[src/sv/wmrd_pkg.sv]
// Shared types, constants and helper functions for the windowed mismatch run detector.
// No dependencies; imported by every module of the block.
package wmrd_pkg;

    localparam int MAX_WIN      = 8;
    localparam int USED_BITS    = $clog2(MAX_WIN + 1);
    localparam int COUNT_BITS   = 24;
    localparam int POS_BITS     = 32;
    localparam int REG_BITS     = 24;
    localparam int FRAC_BITS    = REG_BITS;
    localparam int PROD_BITS    = REG_BITS + COUNT_BITS;
    localparam int BASE_BITS    = 8;
    localparam int IN_DATA_BITS = 2 * BASE_BITS;
    localparam int VERDICT_BITS = 2;
    localparam int CFG_IDX_BITS = 2;

    localparam int OUT_FIELD_BITS = 2 * POS_BITS + 2 * COUNT_BITS + VERDICT_BITS + 1;
    localparam int OUT_DATA_BITS  = ((OUT_FIELD_BITS + 7) / 8) * 8;
    localparam int OUT_PAD_BITS   = OUT_DATA_BITS - OUT_FIELD_BITS;

    typedef logic [POS_BITS-1:0]     pos_t;
    typedef logic [COUNT_BITS-1:0]   count_t;
    typedef logic [REG_BITS-1:0]     reg_t;
    typedef logic [BASE_BITS-1:0]    base_t;
    typedef logic [VERDICT_BITS-1:0] verdict_t;
    typedef logic [USED_BITS-1:0]    used_t;

    localparam base_t  BASE_N    = base_t'(78);
    localparam count_t COUNT_MAX = '1;

    localparam logic KIND_WINDOW = 1'b0;
    localparam logic KIND_REGION = 1'b1;

    localparam verdict_t VERDICT_BELOW = 2'd0;
    localparam verdict_t VERDICT_ABOVE = 2'd1;
    localparam verdict_t VERDICT_NONE  = 2'd2;

    localparam logic [CFG_IDX_BITS-1:0] CFG_WINDOW_LENGTH  = 2'd0;
    localparam logic [CFG_IDX_BITS-1:0] CFG_WINDOW_OVERLAP = 2'd1;
    localparam logic [CFG_IDX_BITS-1:0] CFG_RATE_CUTOFF    = 2'd2;

    localparam reg_t RST_WINDOW_LENGTH  = reg_t'(500000);
    localparam reg_t RST_WINDOW_OVERLAP = reg_t'(400000);
    localparam reg_t RST_RATE_CUTOFF    = reg_t'(8389);

    typedef struct packed {
        reg_t window_length;
        reg_t window_overlap;
        reg_t rate_cutoff;
    } cfg_t;

    // One window close (or a bare end-of-sequence flush) handed to the record generator
    typedef struct packed {
        logic   flush_only;
        logic   fin;
        logic   last;
        pos_t   start_pos;
        pos_t   end_pos;
        count_t mismatches;
        count_t shared_called;
    } event_t;

    typedef struct packed {
        logic     kind;
        pos_t     start_pos;
        pos_t     end_pos;
        count_t   mismatches;
        count_t   shared_called;
        verdict_t verdict;
        logic     in_region_after;
        logic     last_result;
    } record_t;

    function automatic reg_t eff_length(reg_t len);
        return (len == '0) ? reg_t'(1) : len;
    endfunction

    function automatic reg_t eff_overlap(reg_t len, reg_t ovl);
        reg_t l;
        l = eff_length(len);
        return (ovl < l) ? ovl : reg_t'(l - reg_t'(1));
    endfunction

    // (p - s) mod 2^POS_BITS, plus one, reaches thr
    function automatic logic span_reaches(pos_t p, pos_t s, reg_t thr);
        logic [POS_BITS:0] d;
        d = {1'b0, pos_t'(p - s)} + (POS_BITS+1)'(1);
        return d >= {{(POS_BITS + 1 - REG_BITS){1'b0}}, thr};
    endfunction

    function automatic record_t make_region(pos_t s, pos_t e, logic last);
        record_t r;
        r.kind            = KIND_REGION;
        r.start_pos       = s;
        r.end_pos         = e;
        r.mismatches      = '0;
        r.shared_called   = '0;
        r.verdict         = VERDICT_BELOW;
        r.in_region_after = 1'b0;
        r.last_result     = last;
        return r;
    endfunction

endpackage

[src/sv/wmrd_window_bank.sv]
// Open-window bank: a shift line of window cells, oldest at slot 0, with parallel counters.
// Emits one close event per cycle while draining, unless ev_ready stalls the event register. Depends on wmrd_pkg.
module wmrd_window_bank (
    input  logic            clk,
    input  logic            rst_n,
    input  wmrd_pkg::cfg_t  cfg,
    input  logic            item_valid,
    input  wmrd_pkg::base_t item_a,
    input  wmrd_pkg::base_t item_b,
    input  logic            item_fin,
    output logic            item_take,
    output logic            ev_valid,
    output wmrd_pkg::event_t ev,
    input  logic            ev_ready
);
    import wmrd_pkg::*;

    pos_t   start_reg [MAX_WIN];
    pos_t   start_next [MAX_WIN];
    count_t sh_reg [MAX_WIN];
    count_t sh_next [MAX_WIN];
    count_t mm_reg [MAX_WIN];
    count_t mm_next [MAX_WIN];
    logic [MAX_WIN-1:0] open_reg, open_next;
    used_t  used_reg, used_next;
    pos_t   pos_reg, pos_next;
    pos_t   nstart_reg, nstart_next;
    logic   drain_reg, drain_next;
    pos_t   cur_p_reg, cur_p_next;
    logic   fin_reg, fin_next;
    logic   ev_valid_reg, ev_valid_next;
    event_t ev_reg, ev_next;

    reg_t   len, ovl, step;
    logic   item_shared, item_diff;
    logic   open_new;
    logic   ev_slot_free;

    assign len         = eff_length(cfg.window_length);
    assign ovl         = eff_overlap(cfg.window_length, cfg.window_overlap);
    assign step        = len - ovl;
    assign item_shared = (item_a != BASE_N) && (item_b != BASE_N);
    assign item_diff   = item_shared && (item_a != item_b);
    assign item_take   = item_valid && !drain_reg;
    assign open_new    = (pos_reg == nstart_reg) && (used_reg < used_t'(MAX_WIN));
    assign ev_slot_free = !ev_valid_reg || ev_ready;
    assign ev_valid    = ev_valid_reg;
    assign ev          = ev_reg;

    always_comb
    begin
        reg_t thr;
        pos_t head_start;
        logic head_hit;
        logic q0;
        logic q1;

        start_next    = start_reg;
        sh_next       = sh_reg;
        mm_next       = mm_reg;
        open_next     = open_reg;
        used_next     = used_reg;
        pos_next      = pos_reg;
        nstart_next   = nstart_reg;
        drain_next    = drain_reg;
        cur_p_next    = cur_p_reg;
        fin_next      = fin_reg;
        ev_valid_next = ev_valid_reg && !ev_ready;
        ev_next       = ev_reg;
        thr           = fin_reg ? ovl : len;
        head_start    = '0;
        head_hit      = 1'b0;
        q0            = 1'b0;
        q1            = 1'b0;

        if (item_take)
        begin
            for (int i = 0; i < MAX_WIN; i++)
            begin
                if (open_reg[i])
                begin
                    if (item_shared && sh_reg[i] != COUNT_MAX)
                    begin
                        sh_next[i] = sh_reg[i] + count_t'(1);
                    end
                    if (item_diff && mm_reg[i] != COUNT_MAX)
                    begin
                        mm_next[i] = mm_reg[i] + count_t'(1);
                    end
                end
                else if (open_new && used_t'(i) == used_reg)
                begin
                    start_next[i] = pos_reg;
                    sh_next[i]    = count_t'(item_shared);
                    mm_next[i]    = count_t'(item_diff);
                    open_next[i]  = 1'b1;
                end
            end
            if (open_new)
            begin
                used_next = used_reg + used_t'(1);
            end
            if (pos_reg == nstart_reg)
            begin
                nstart_next = nstart_reg + {{(POS_BITS - REG_BITS){1'b0}}, step};
            end
            pos_next = pos_reg + pos_t'(1);

            // the close threshold only depends on positions, so decide here and drain later
            thr        = item_fin ? ovl : len;
            head_start = (used_reg == '0) ? pos_reg : start_reg[0];
            head_hit   = (open_reg[0] || open_new) && span_reaches(pos_reg, head_start, thr);
            if (head_hit || item_fin)
            begin
                drain_next = 1'b1;
                cur_p_next = pos_reg;
                fin_next   = item_fin;
            end
        end
        else if (drain_reg && ev_slot_free)
        begin
            q0 = open_reg[0] && span_reaches(cur_p_reg, start_reg[0], thr);
            q1 = open_reg[1] && span_reaches(cur_p_reg, start_reg[1], thr);
            ev_next.start_pos     = start_reg[0];
            ev_next.end_pos       = cur_p_reg + pos_t'(1);
            ev_next.mismatches    = mm_reg[0];
            ev_next.shared_called = sh_reg[0];
            ev_next.fin           = fin_reg;
            if (q0)
            begin
                ev_valid_next      = 1'b1;
                ev_next.flush_only = 1'b0;
                ev_next.last       = !q1;
                for (int i = 0; i < MAX_WIN - 1; i++)
                begin
                    start_next[i] = start_reg[i+1];
                    sh_next[i]    = sh_reg[i+1];
                    mm_next[i]    = mm_reg[i+1];
                end
                open_next = {1'b0, open_reg[MAX_WIN-1:1]};
                used_next = used_reg - used_t'(1);
            end
            else
            begin
                ev_valid_next      = fin_reg;
                ev_next.flush_only = 1'b1;
                ev_next.last       = 1'b1;
            end
            if (!q0 || !q1)
            begin
                drain_next = 1'b0;
                if (fin_reg)
                begin
                    // end of sequence: short tail windows are dropped
                    open_next   = '0;
                    used_next   = '0;
                    pos_next    = '0;
                    nstart_next = '0;
                end
            end
        end
    end

    always_ff @(posedge clk)
    begin
        start_reg <= start_next;
        sh_reg    <= sh_next;
        mm_reg    <= mm_next;
        cur_p_reg <= cur_p_next;
        fin_reg   <= fin_next;
        ev_reg    <= ev_next;
    end

    always_ff @(posedge clk or negedge rst_n)
    begin
        if (!rst_n)
        begin
            open_reg     <= '0;
            used_reg     <= '0;
            pos_reg      <= '0;
            nstart_reg   <= '0;
            drain_reg    <= 1'b0;
            ev_valid_reg <= 1'b0;
        end
        else
        begin
            open_reg     <= open_next;
            used_reg     <= used_next;
            pos_reg      <= pos_next;
            nstart_reg   <= nstart_next;
            drain_reg    <= drain_next;
            ev_valid_reg <= ev_valid_next;
        end
    end

    a_open_matches_used: assert property (@(posedge clk) disable iff (!rst_n)
        $countones(open_reg) == 32'(used_reg))
        else $error("open window bits disagree with window count");

    a_open_packed: assert property (@(posedge clk) disable iff (!rst_n)
        $onehot0(open_reg + {{(MAX_WIN-1){1'b0}}, 1'b1}) || (open_reg == '1))
        else $error("open windows are not packed from slot 0");

    a_fin_clears: assert property (@(posedge clk) disable iff (!rst_n)
        (drain_reg && !drain_next && fin_reg) |=> (used_reg == '0 && pos_reg == '0))
        else $error("sequence state not cleared after final base");

    a_no_take_with_pending_drain: assert property (@(posedge clk) disable iff (!rst_n)
        (drain_reg && ev_valid_reg && !ev_ready) |=> $stable(used_reg))
        else $error("window removed while close event was stalled");

endmodule

[src/sv/wmrd_record_gen.sv]
// Record generator: mismatch-rate verdict, identical-run tracking and the output register.
// Turns each close event into up to three records. Depends on wmrd_pkg.
module wmrd_record_gen (
    input  logic              clk,
    input  logic              rst_n,
    input  wmrd_pkg::cfg_t    cfg,
    input  logic              ev_valid,
    input  wmrd_pkg::event_t  ev,
    output logic              ev_ready,
    output logic              rec_valid,
    output wmrd_pkg::record_t rec,
    input  logic              rec_ready
);
    import wmrd_pkg::*;

    // pending records in emit order: bit 0 region before, bit 1 window, bit 2 region after
    logic [2:0] pend_reg, pend_next;
    record_t    pre_reg, pre_next;
    record_t    win_reg, win_next;
    record_t    post_reg, post_next;
    logic       run_open_reg, run_open_next;
    pos_t       run_start_reg, run_start_next;
    logic       out_valid_reg, out_valid_next;
    record_t    out_reg, out_next;

    logic [PROD_BITS-1:0] prod;
    logic [PROD_BITS-1:0] mm_scaled;
    logic                 ev_take;
    logic                 out_free;
    reg_t                 ovl;

    assign ovl       = eff_overlap(cfg.window_length, cfg.window_overlap);
    assign prod      = PROD_BITS'(cfg.rate_cutoff) * PROD_BITS'(ev.shared_called);
    assign mm_scaled = {ev.mismatches, {FRAC_BITS{1'b0}}};
    assign ev_ready  = (pend_reg == '0);
    assign ev_take   = ev_valid && ev_ready;
    assign out_free  = !out_valid_reg || rec_ready;
    assign rec_valid = out_valid_reg;
    assign rec       = out_reg;

    always_comb
    begin
        verdict_t v;
        logic     open_after;
        pos_t     start_after;

        pend_next      = pend_reg;
        pre_next       = pre_reg;
        win_next       = win_reg;
        post_next      = post_reg;
        run_open_next  = run_open_reg;
        run_start_next = run_start_reg;
        out_valid_next = out_valid_reg && !rec_ready;
        out_next       = out_reg;
        v              = VERDICT_NONE;
        open_after     = run_open_reg;
        start_after    = run_start_reg;

        if (ev_take)
        begin
            if (ev.shared_called == '0)
            begin
                v = VERDICT_NONE;
            end
            else if (mm_scaled < prod)
            begin
                v = VERDICT_BELOW;
                if (!run_open_reg)
                begin
                    open_after  = 1'b1;
                    start_after = ev.start_pos;
                end
            end
            else
            begin
                v          = VERDICT_ABOVE;
                open_after = 1'b0;
            end

            pre_next = make_region(run_start_reg,
                ev.start_pos + {{(POS_BITS - REG_BITS){1'b0}}, ovl}, 1'b0);
            win_next.kind            = KIND_WINDOW;
            win_next.start_pos       = ev.start_pos;
            win_next.end_pos         = ev.end_pos;
            win_next.mismatches      = ev.mismatches;
            win_next.shared_called   = ev.shared_called;
            win_next.verdict         = v;
            win_next.in_region_after = open_after;
            win_next.last_result     = ev.last && !(ev.fin && open_after);

            if (ev.flush_only)
            begin
                post_next = make_region(run_start_reg, ev.end_pos, 1'b1);
                pend_next = {run_open_reg, 2'b00};
                run_open_next = 1'b0;
            end
            else
            begin
                // the region-after record is only sent with the last window of the final base
                post_next = make_region(start_after, ev.end_pos, 1'b1);
                pend_next = {ev.fin && ev.last && open_after, 1'b1,
                             (v == VERDICT_ABOVE) && run_open_reg};
                run_open_next  = open_after && !(ev.fin && ev.last);
                run_start_next = start_after;
            end
        end
        else if (pend_reg != '0 && out_free)
        begin
            out_valid_next = 1'b1;
            priority if (pend_reg[0])
            begin
                out_next    = pre_reg;
                pend_next[0] = 1'b0;
            end
            else if (pend_reg[1])
            begin
                out_next    = win_reg;
                pend_next[1] = 1'b0;
            end
            else
            begin
                out_next    = post_reg;
                pend_next[2] = 1'b0;
            end
        end
    end

    always_ff @(posedge clk)
    begin
        pre_reg       <= pre_next;
        win_reg       <= win_next;
        post_reg      <= post_next;
        run_start_reg <= run_start_next;
        out_reg       <= out_next;
    end

    always_ff @(posedge clk or negedge rst_n)
    begin
        if (!rst_n)
        begin
            pend_reg      <= '0;
            run_open_reg  <= 1'b0;
            out_valid_reg <= 1'b0;
        end
        else
        begin
            pend_reg      <= pend_next;
            run_open_reg  <= run_open_next;
            out_valid_reg <= out_valid_next;
        end
    end

    a_region_fields_zero: assert property (@(posedge clk) disable iff (!rst_n)
        (out_valid_reg && out_reg.kind == KIND_REGION) |->
        (out_reg.mismatches == '0 && out_reg.shared_called == '0 && !out_reg.in_region_after))
        else $error("region record carries window fields");

    a_above_leaves_run: assert property (@(posedge clk) disable iff (!rst_n)
        (out_valid_reg && out_reg.kind == KIND_WINDOW && out_reg.verdict == VERDICT_ABOVE)
        |-> !out_reg.in_region_after)
        else $error("run still open after a window at or above the cutoff");

    a_none_no_shared: assert property (@(posedge clk) disable iff (!rst_n)
        (out_valid_reg && out_reg.kind == KIND_WINDOW && out_reg.verdict == VERDICT_NONE)
        |-> (out_reg.shared_called == '0))
        else $error("no-shared verdict on a window with shared bases");

    a_fin_closes_run: assert property (@(posedge clk) disable iff (!rst_n)
        (ev_take && ev.fin && ev.last) |=> !run_open_reg)
        else $error("run left open past the final base");

endmodule

[src/sv/windowed_mismatch_run_detector.sv]
// Top level of the windowed mismatch run detector: configuration registers, input register,
// window bank and record generator. Depends on wmrd_pkg, wmrd_window_bank, wmrd_record_gen.
//
//  channel   dir  handshake                     payload
//  s_axis    in   s_axis_tvalid/s_axis_tready   tdata: base_a, base_b; tlast: final_base
//  m_axis    out  m_axis_tvalid/m_axis_tready   tdata: window/region record; tuser: kind;
//                                               tlast: last_result
//  cfg       in   cfg_valid/cfg_ready           cfg_index, cfg_data (always ready)
//
// One base pair per cycle while the bank is not draining; after a base on which windows
// close, the bank drains them as one close event each, and the final base always drains.
// The record generator takes a close event only when no records are pending, then sends them.
// Reset puts all control state idle and loads default registers; no clearing pass.
// A stalled m_axis fills the output register, then the record generator, then the bank.
module windowed_mismatch_run_detector (
    input  logic                                clk,
    input  logic                                rst_n,
    input  logic                                s_axis_tvalid,
    output logic                                s_axis_tready,
    input  logic [wmrd_pkg::IN_DATA_BITS-1:0]   s_axis_tdata,   // base_a [7:0], base_b [15:8]
    input  logic                                s_axis_tlast,
    output logic                                m_axis_tvalid,
    input  logic                                m_axis_tready,
    // start_pos, end_pos, mismatches, shared_called, verdict, in_region_after, zero pad
    output logic [wmrd_pkg::OUT_DATA_BITS-1:0]  m_axis_tdata,
    output logic                                m_axis_tuser,   // kind
    output logic                                m_axis_tlast,
    input  logic                                cfg_valid,
    output logic                                cfg_ready,
    input  logic [wmrd_pkg::CFG_IDX_BITS-1:0]   cfg_index,
    input  logic [wmrd_pkg::REG_BITS-1:0]       cfg_data
);
    import wmrd_pkg::*;

    cfg_t    cfg_reg;
    logic    in_valid_reg;
    base_t   in_a_reg;
    base_t   in_b_reg;
    logic    in_fin_reg;
    logic    item_take;
    logic    s_accept;
    logic    ev_valid;
    logic    ev_ready;
    event_t  ev;
    logic    rec_valid;
    record_t rec;

    assign cfg_ready     = 1'b1;
    assign s_axis_tready = !in_valid_reg || item_take;
    assign s_accept      = s_axis_tvalid && s_axis_tready;

    always_ff @(posedge clk or negedge rst_n)
    begin
        if (!rst_n)
        begin
            cfg_reg.window_length  <= RST_WINDOW_LENGTH;
            cfg_reg.window_overlap <= RST_WINDOW_OVERLAP;
            cfg_reg.rate_cutoff    <= RST_RATE_CUTOFF;
        end
        else if (cfg_valid && cfg_ready)
        begin
            unique case (cfg_index)
                CFG_WINDOW_LENGTH:  cfg_reg.window_length  <= cfg_data;
                CFG_WINDOW_OVERLAP: cfg_reg.window_overlap <= cfg_data;
                CFG_RATE_CUTOFF:    cfg_reg.rate_cutoff    <= cfg_data;
                default:            ;
            endcase
        end
    end

    always_ff @(posedge clk or negedge rst_n)
    begin
        if (!rst_n)
        begin
            in_valid_reg <= 1'b0;
        end
        else if (s_accept)
        begin
            in_valid_reg <= 1'b1;
        end
        else if (item_take)
        begin
            in_valid_reg <= 1'b0;
        end
    end

    always_ff @(posedge clk)
    begin
        if (s_accept)
        begin
            in_a_reg   <= s_axis_tdata[BASE_BITS-1:0];
            in_b_reg   <= s_axis_tdata[2*BASE_BITS-1:BASE_BITS];
            in_fin_reg <= s_axis_tlast;
        end
    end

    wmrd_window_bank u_bank (
        .clk        (clk),
        .rst_n      (rst_n),
        .cfg        (cfg_reg),
        .item_valid (in_valid_reg),
        .item_a     (in_a_reg),
        .item_b     (in_b_reg),
        .item_fin   (in_fin_reg),
        .item_take  (item_take),
        .ev_valid   (ev_valid),
        .ev         (ev),
        .ev_ready   (ev_ready)
    );

    wmrd_record_gen u_recgen (
        .clk       (clk),
        .rst_n     (rst_n),
        .cfg       (cfg_reg),
        .ev_valid  (ev_valid),
        .ev        (ev),
        .ev_ready  (ev_ready),
        .rec_valid (rec_valid),
        .rec       (rec),
        .rec_ready (m_axis_tready)
    );

    assign m_axis_tvalid = rec_valid;
    assign m_axis_tuser  = rec.kind;
    assign m_axis_tlast  = rec.last_result;
    assign m_axis_tdata  = {{OUT_PAD_BITS{1'b0}}, rec.in_region_after, rec.verdict,
                            rec.shared_called, rec.mismatches, rec.end_pos, rec.start_pos};

endmodule
[config.mk]
export PLATFORM = sky130hd
export DESIGN_NAME = windowed_mismatch_run_detector
export DESIGN_NICKNAME = d
export VERILOG_FILES = /design/src/sv/wmrd_pkg.sv /design/src/sv/wmrd_window_bank.sv /design/src/sv/wmrd_record_gen.sv /design/src/sv/windowed_mismatch_run_detector.sv
export SDC_FILE = /design/constraint.sdc
export NUM_CORES = 2
export LEC_CHECK = 0
export BUFFER_PORTS_ARGS = -buffer_cell sky130_fd_sc_hd__buf_2
export CELL_PAD_IN_SITES_DETAIL_PLACEMENT = 0
export CELL_PAD_IN_SITES_GLOBAL_PLACEMENT = 2
export CORE_MARGIN = 2
export CORE_UTILIZATION = 46
export DETAILED_ROUTE_END_ITERATION = 6
export GPL_ROUTABILITY_DRIVEN = 1
export PLACE_DENSITY = 0.85
export SLEW_MARGIN = 20
export SYNTH_ARGS = -nofsm -noshare
export SYNTH_HDL_FRONTEND = slang
export SYNTH_SLANG_ARGS = --single-unit
export TNS_END_PERCENT = 50
[constraint.sdc]
create_clock -name clk -period 23.2 [get_ports clk]
set_input_delay 0 -clock clk [delete_from_list [all_inputs] [get_ports clk]]
set_output_delay 0 -clock clk [all_outputs]
set_load 0.02 [all_outputs]
# --- Yosys cells after proc, flatten, opt, wreduce, memory -nomap -nowiden ---
# Index checks and enable logic that the tools add are counted.
op_classes:
  n_addsub: 30
  mul: 1
  order_cmp: 6
  eq_ne: 72
  mux: 139
  bitwise_logic: 4
  reduce_logical: 109
ops:
  columns: ["op", "n"]
  rows:
  - ["two-way mux 24 bit", 52]
  - ["two-way mux 168 bit", 6]
  - ["two-way mux 32 bit", 24]
  - ["two-way mux 224 bit", 3]
  - ["adder 24 x 1 -> 24 bit (second input constant)", 16]
  - ["!= test 24 bit (second input constant)", 16]
  - ["two-way mux 116 bit", 2]
  - ["two-way mux 117 bit", 1]
  - ["adder 32 x 1 -> 33 bit (second input constant)", 3]
  - ["greater-or-equal comparator 33 x 24 -> 1 bit", 3]
  - ["subtractor 32 bit", 3]
  - ["AND reduction 4 bit", 22]
  - ["adder 32 x 1 -> 32 bit (second input constant)", 2]
  - ["adder 32 x 24 -> 32 bit", 2]
  - ["logical NOT 24 bit", 2]
  - ["< comparator 48 bit", 1]
  - ["multiplier 24 x 24 -> 48 bit", 1]
  - ["logical AND 1 bit", 43]
  - ["!= test 3 bit (second input constant)", 14]
  - ["two-way mux 8 bit", 5]
  - ["two-way mux 1 bit", 34]
  - ["equality test 32 bit", 1]
  - ["< comparator 24 bit", 1]
  - ["two-way mux 4 bit", 6]
  - ["27 further kinds", 98]
word_totals:
  ff_bits: 1407
  inputBits: 48
  output_inout_bits: 125

# --- Depth between registers and ports, before layout ---
depth:
  depth_word: 12
  mapped_depth: 48
  depth_no_buf: 44

# --- By module ---
# Synthesis repeated with hierarchy kept, for this count alone.
unflattened:
  cells_unflattened: 9279
  hier_area_um2: 94172.8
modules_own_cells:
  columns: ["mod", "instances", "cells_per_inst", "area_each_um2", "seq_area_each_um2"]
  rows:
  - ["wmrd_window_bank", 1, 5792, 54996.5, 25614.6]
  - ["wmrd_record_gen", 1, 3305, 35828.1, 10965.5]
  - ["windowed_mismatch_run_detector", 1, 182, 3348.2, 2359.8]

# --- Worst setup path after synthesis ---
# Ideal clock, no wire load.
synth_path:
  path_type: "register -> register"
  start: "register cfg_reg[6] (netlist bit)"
  end: "register u_recgen.post_reg[100] (netlist bit), data pin"
  setup_time_ns: 0.260
  t_arrival_ns: 10.918
  slack_ns: 12.022
  stages_incl_launch_ff: 44
  cell_sequence: "dfstp_2 -> clkbuf_1 -> nand2_1 -> fa_1 -> fa_1 -> inv_1 -> fa_1 -> ha_1 -> inv_1 -> fa_1 -> inv_1 -> fa_1 -> fa_1 -> ha_1 -> a21o_1 -> a21o_1 -> a21o_1 -> a221oi_1 -> [8 not listed] -> a21o_1 -> a2111oi_0 -> nor3b_1 -> ha_1 -> and4_1 -> nor3b_1 -> nand4_1 -> nor3_1 -> nand4_1 -> a2111oi_0 -> o2111ai_1 -> o41ai_1 -> or3_1 -> clkbuf_1 -> or2_2 -> clkbuf_1 -> buf_2 -> mux2_2"
synth_between:
  elab_chain_cells: 5
synth_lines:
  columns: ["item", "line", "source"]
  rows:
  - ["start, declared", "windowed_mismatch_run_detector.sv:35", "cfg_t cfg_reg;"]
  - ["multiplier 24 x 24 -> 48 bit", "wmrd_record_gen.sv:33", "assign prod = PROD_BITS'(cfg.rate_cutoff) * PROD_BITS'(ev.shared_called);"]
  - ["< comparator 48 bit", "wmrd_record_gen.sv:65", "else if (mm_scaled < prod)"]
  - ["two-way mux 32 bit", "wmrd_record_gen.sv:65", null]
  - ["two-way mux 32 bit", "wmrd_record_gen.sv:61", "if (ev.shared_called == '0)"]
  - ["two-way mux 116 bit", "wmrd_record_gen.sv:91", "if (ev.flush_only)"]
  - ["end signal, assigned", "wmrd_record_gen.sv:132", "post_reg <= post_next;"]
  - ["end, declared", "wmrd_record_gen.sv:20", "record_t post_reg, post_next;"]
# Every way passes these cells.
# A chain may end at the register's enable or synchronous reset.

# --- Final worst setup path ---
layout_path:
  start: "register cfg_reg[4] (netlist bit)"
  end: "register u_recgen.post_reg[108] (netlist bit), data pin"
# Same word-level chain as after synthesis.

==> summary.md <==
| Metric | Value |
|---|---|
| Starting Density | `0.4613` |
| Seq/Total Area, Yosys | `0.4289` |
| Detailed Place HPWL | `between 150000 and 200000 um` |
| Die width | `between 400 and 500 um` |
| Worst setup path category | `register to register` |
| Worst hold path class | `primary input to register` |
| Setup crit end kind | `register` |
| Final TNS setup | `0 ps` |
| Area of the multi-input gates | `approximately 48000 um2` |
| Synth unique cells | `about 100` |
| Post-synth ARST share | `0.1180` |
| CTS tree | `yes` |
| Clk slew on worst S/H paths | `around 60 ps` |
| Critical Path Most Common Cell | `fa_1` |
| # nets final | `roughly 10000` |
| Filler cell count | `17840` |
| Ports | `between 150 and 200` |
| Routability cong. | `between 0.9 and 1` |
| Status | `complete, no violations` |
| Yosys top cell by area | `edfxtp_1` |
| Worst-Skew Late Latency | `840 ps` |
| Layout cells sized above 1 | `0.08521` |
| CTS Buffer Depth | `3` |
| WP data required | `about 24000 ps` |
| Register bit total from synthesis | `approximately 1300` |
| Vias | `around 66000` |
| Tot GR Track Use | `0.2642` |
| Register area | `38950 um2` |
| Global-route wire length before repair | `just over 400000 um` |
| GRT overflow | `0` |
| Startpoint Class | `register` |
| Main synth FF type | `edfxtp_1` |
| Worst-Margin Slew | `~1200 ps` |
| Drt via density | `between 5 and 6` |
| Fin worst setup slack | `approximately 8700 ps` |
| Fin. Hold Viols | `0` |
| Routed Antenna Nets | `0` |
| FP Rows | `around 160` |
| Period utilization | `0.6239` |
| Skew final | `51.35 ps` |
| Root Driver | `clkbuf_16` |
| Mean area per synthesized cell | `a little over 10 um2` |
| Syn-to-layout area delta | `10.82%` |
| Commonest cells after routing, fill and taps aside | `nand2_1, edfxtp_1, inv_1, o21ai_0, fa_1` |
| Clock Sinks | `~1300` |
| Die Area | `~200000 um2` |
| 1st-iter DRT viols | `around 5600` |
| 1st-pass router iterations | `6` |
| Setup repair after global routing missed its margin | `false` |
| Max FO, Critical Path | `33` |
| WL final | `approximately 270000 um` |
| H-tree levels | `4` |
| Cts bufs inserted | `about 150` |
| Count of flip-flops with a built-in enable after synthesis | `1166` |
| Initial antenna violation count | `8` |
| Routed wire per std cell | `between 20 and 25 um` |
| Synth Cell Area | `roughly 91000 um2` |
| Util after Layout | `0.5112` |
| Port Buf Inserts | `about 170` |
| Final Slew Violations | `0` |
| Max frequency | `approximately 69 MHz` |
| Most common cell after layout, fill and taps aside | `nand2_1` |
| Rel. slew slack | `0.2177` |
| Ys Warns | `0` |
| Max FFs per register | `256` |
| Post-Syn Instances | `a little under 9000` |
| Crit path DAT | `~15000 ps` |
| Ranking of synthesized cells by area | `edfxtp_1, fa_1, ha_1` |
| Maxcap violations | `0` |
| Largest net degree at the start of global routing | `between 200 and 250` |
| Pre-CTS setup slack | `~8700 ps` |
| Yosys top cell area share | `0.3857` |
| Final Setup Violations | `0` |
| CP max-delay cell | `dfrtp_1` |
| CP max stage delay | `about 1000 ps` |
| Vias in the first global route | `~65000` |
| Die height | `between 400 and 500 um` |
| DRC | `0` |
| Core Box Area | `196800 um2` |
| Tmin final | `about 14000 ps` |
[cell families after synthesis]
group                      Yosys count  synth area share
adders and majority gates          971            0.1742
buffers and inverters             1136           0.04763
other                                2        0.00008272
and+or+nand+nor                   3226            0.1677
AOI/OAI and AO/OA                 1284           0.08615
xor gates and xnor gates           682           0.06579
DFF                               1322            0.4289
muxes                              248           0.02956
[routing by layer]
| metal | part of all wire | global-route usage | vias to the layer above | routed length (um) |
|---|---|---|---|---|
| met2 | 0.44 | 0.4013 | 1807 | 117000 |
| met4 | 0.029 | 0.07696 | 0 | 7734 |
| met5 | 0 | 0 | - | 0 |
| met3 | 0.059 | 0.03655 | 327 | 15580 |
| met1 | 0.47 | 0.3931 | 32740 | 124700 |
| li1 | - | - | 30730 | - |
[synth_stat cells (all sizes together) (24+ instances only)]
cell type  instances
fa               488
xnor2            384
and2             399
o211ai            24
nand2b            46
buf               40
nor3             120
mux2i             87
mux2             161
or3               37
o31ai             29
clkbuf           343
a211oi            32
nand3            283
nand2           1500
edfxtp          1166
o21a              48
a31oi             40
a21o              98
inv              751
nor2b             55
a21oi            250
and3             145
nor4              40
dfrtp            138
o21ai            571
ha               483
nor2             391
xor2             298
nand4            103
[stage by stage]
step,hold slack (ps),cell area [um2],instances
floorplan,-295.6,90800,8875
global placement,-1.630,94520,11410
detailed placement,0.2395,94530,11410
CTS,0.1659,100600,11790
global route,22.40,100600,11800
finish,29.20,100600,11800
[final timing paths]
path,from,to,slack (ps),depth (start not counted)
setup / recovery,cfg_reg[4],u_recgen.post_reg[108],8720,39
hold / removal,s_axis_tlast,in_fin_reg,30,2
setup reg to reg,cfg_reg[4],u_recgen.post_reg[108],8720,39
hold reg to reg,u_bank.ev[63],u_recgen.post_reg[67],410,0
max in group asynchronous,rst_n,u_bank.pos_reg[29],21130,5
min in group asynchronous,rst_n,cfg_reg[36],380,3
[critical path: cells and delay by family (launching register included)]
kind                       cells  cell delay (ps)
adders and majority gates      9             3840
buffers and inverters          4              560
DFF                            1             1030
and+or+nand+nor               12             3360
AOI/OAI and AO/OA             13             4890
muxes                          1              430
[what timing repair did]
action                    4_1_cts  5_1_grt
hold buffers                  102        0
buffers inserted                0        0
hold endpoints to repair      213        0
gates resized for setup         0        0
[layout make-up]
cell class	count	area share
diodes	2	0.00004974
clock buffers	188	0.04017
clock inverters	90	0.009339
inverters	753	0.02820
multi-input cells	6417	0.4745
flip-flops and latches	1322	0.3871
well taps	2640	0.03283
repair buffers	384	0.02779
Power is not shown: default switching activity piles up to over one toggle a cycle in this logic, so the estimate is an artifact.
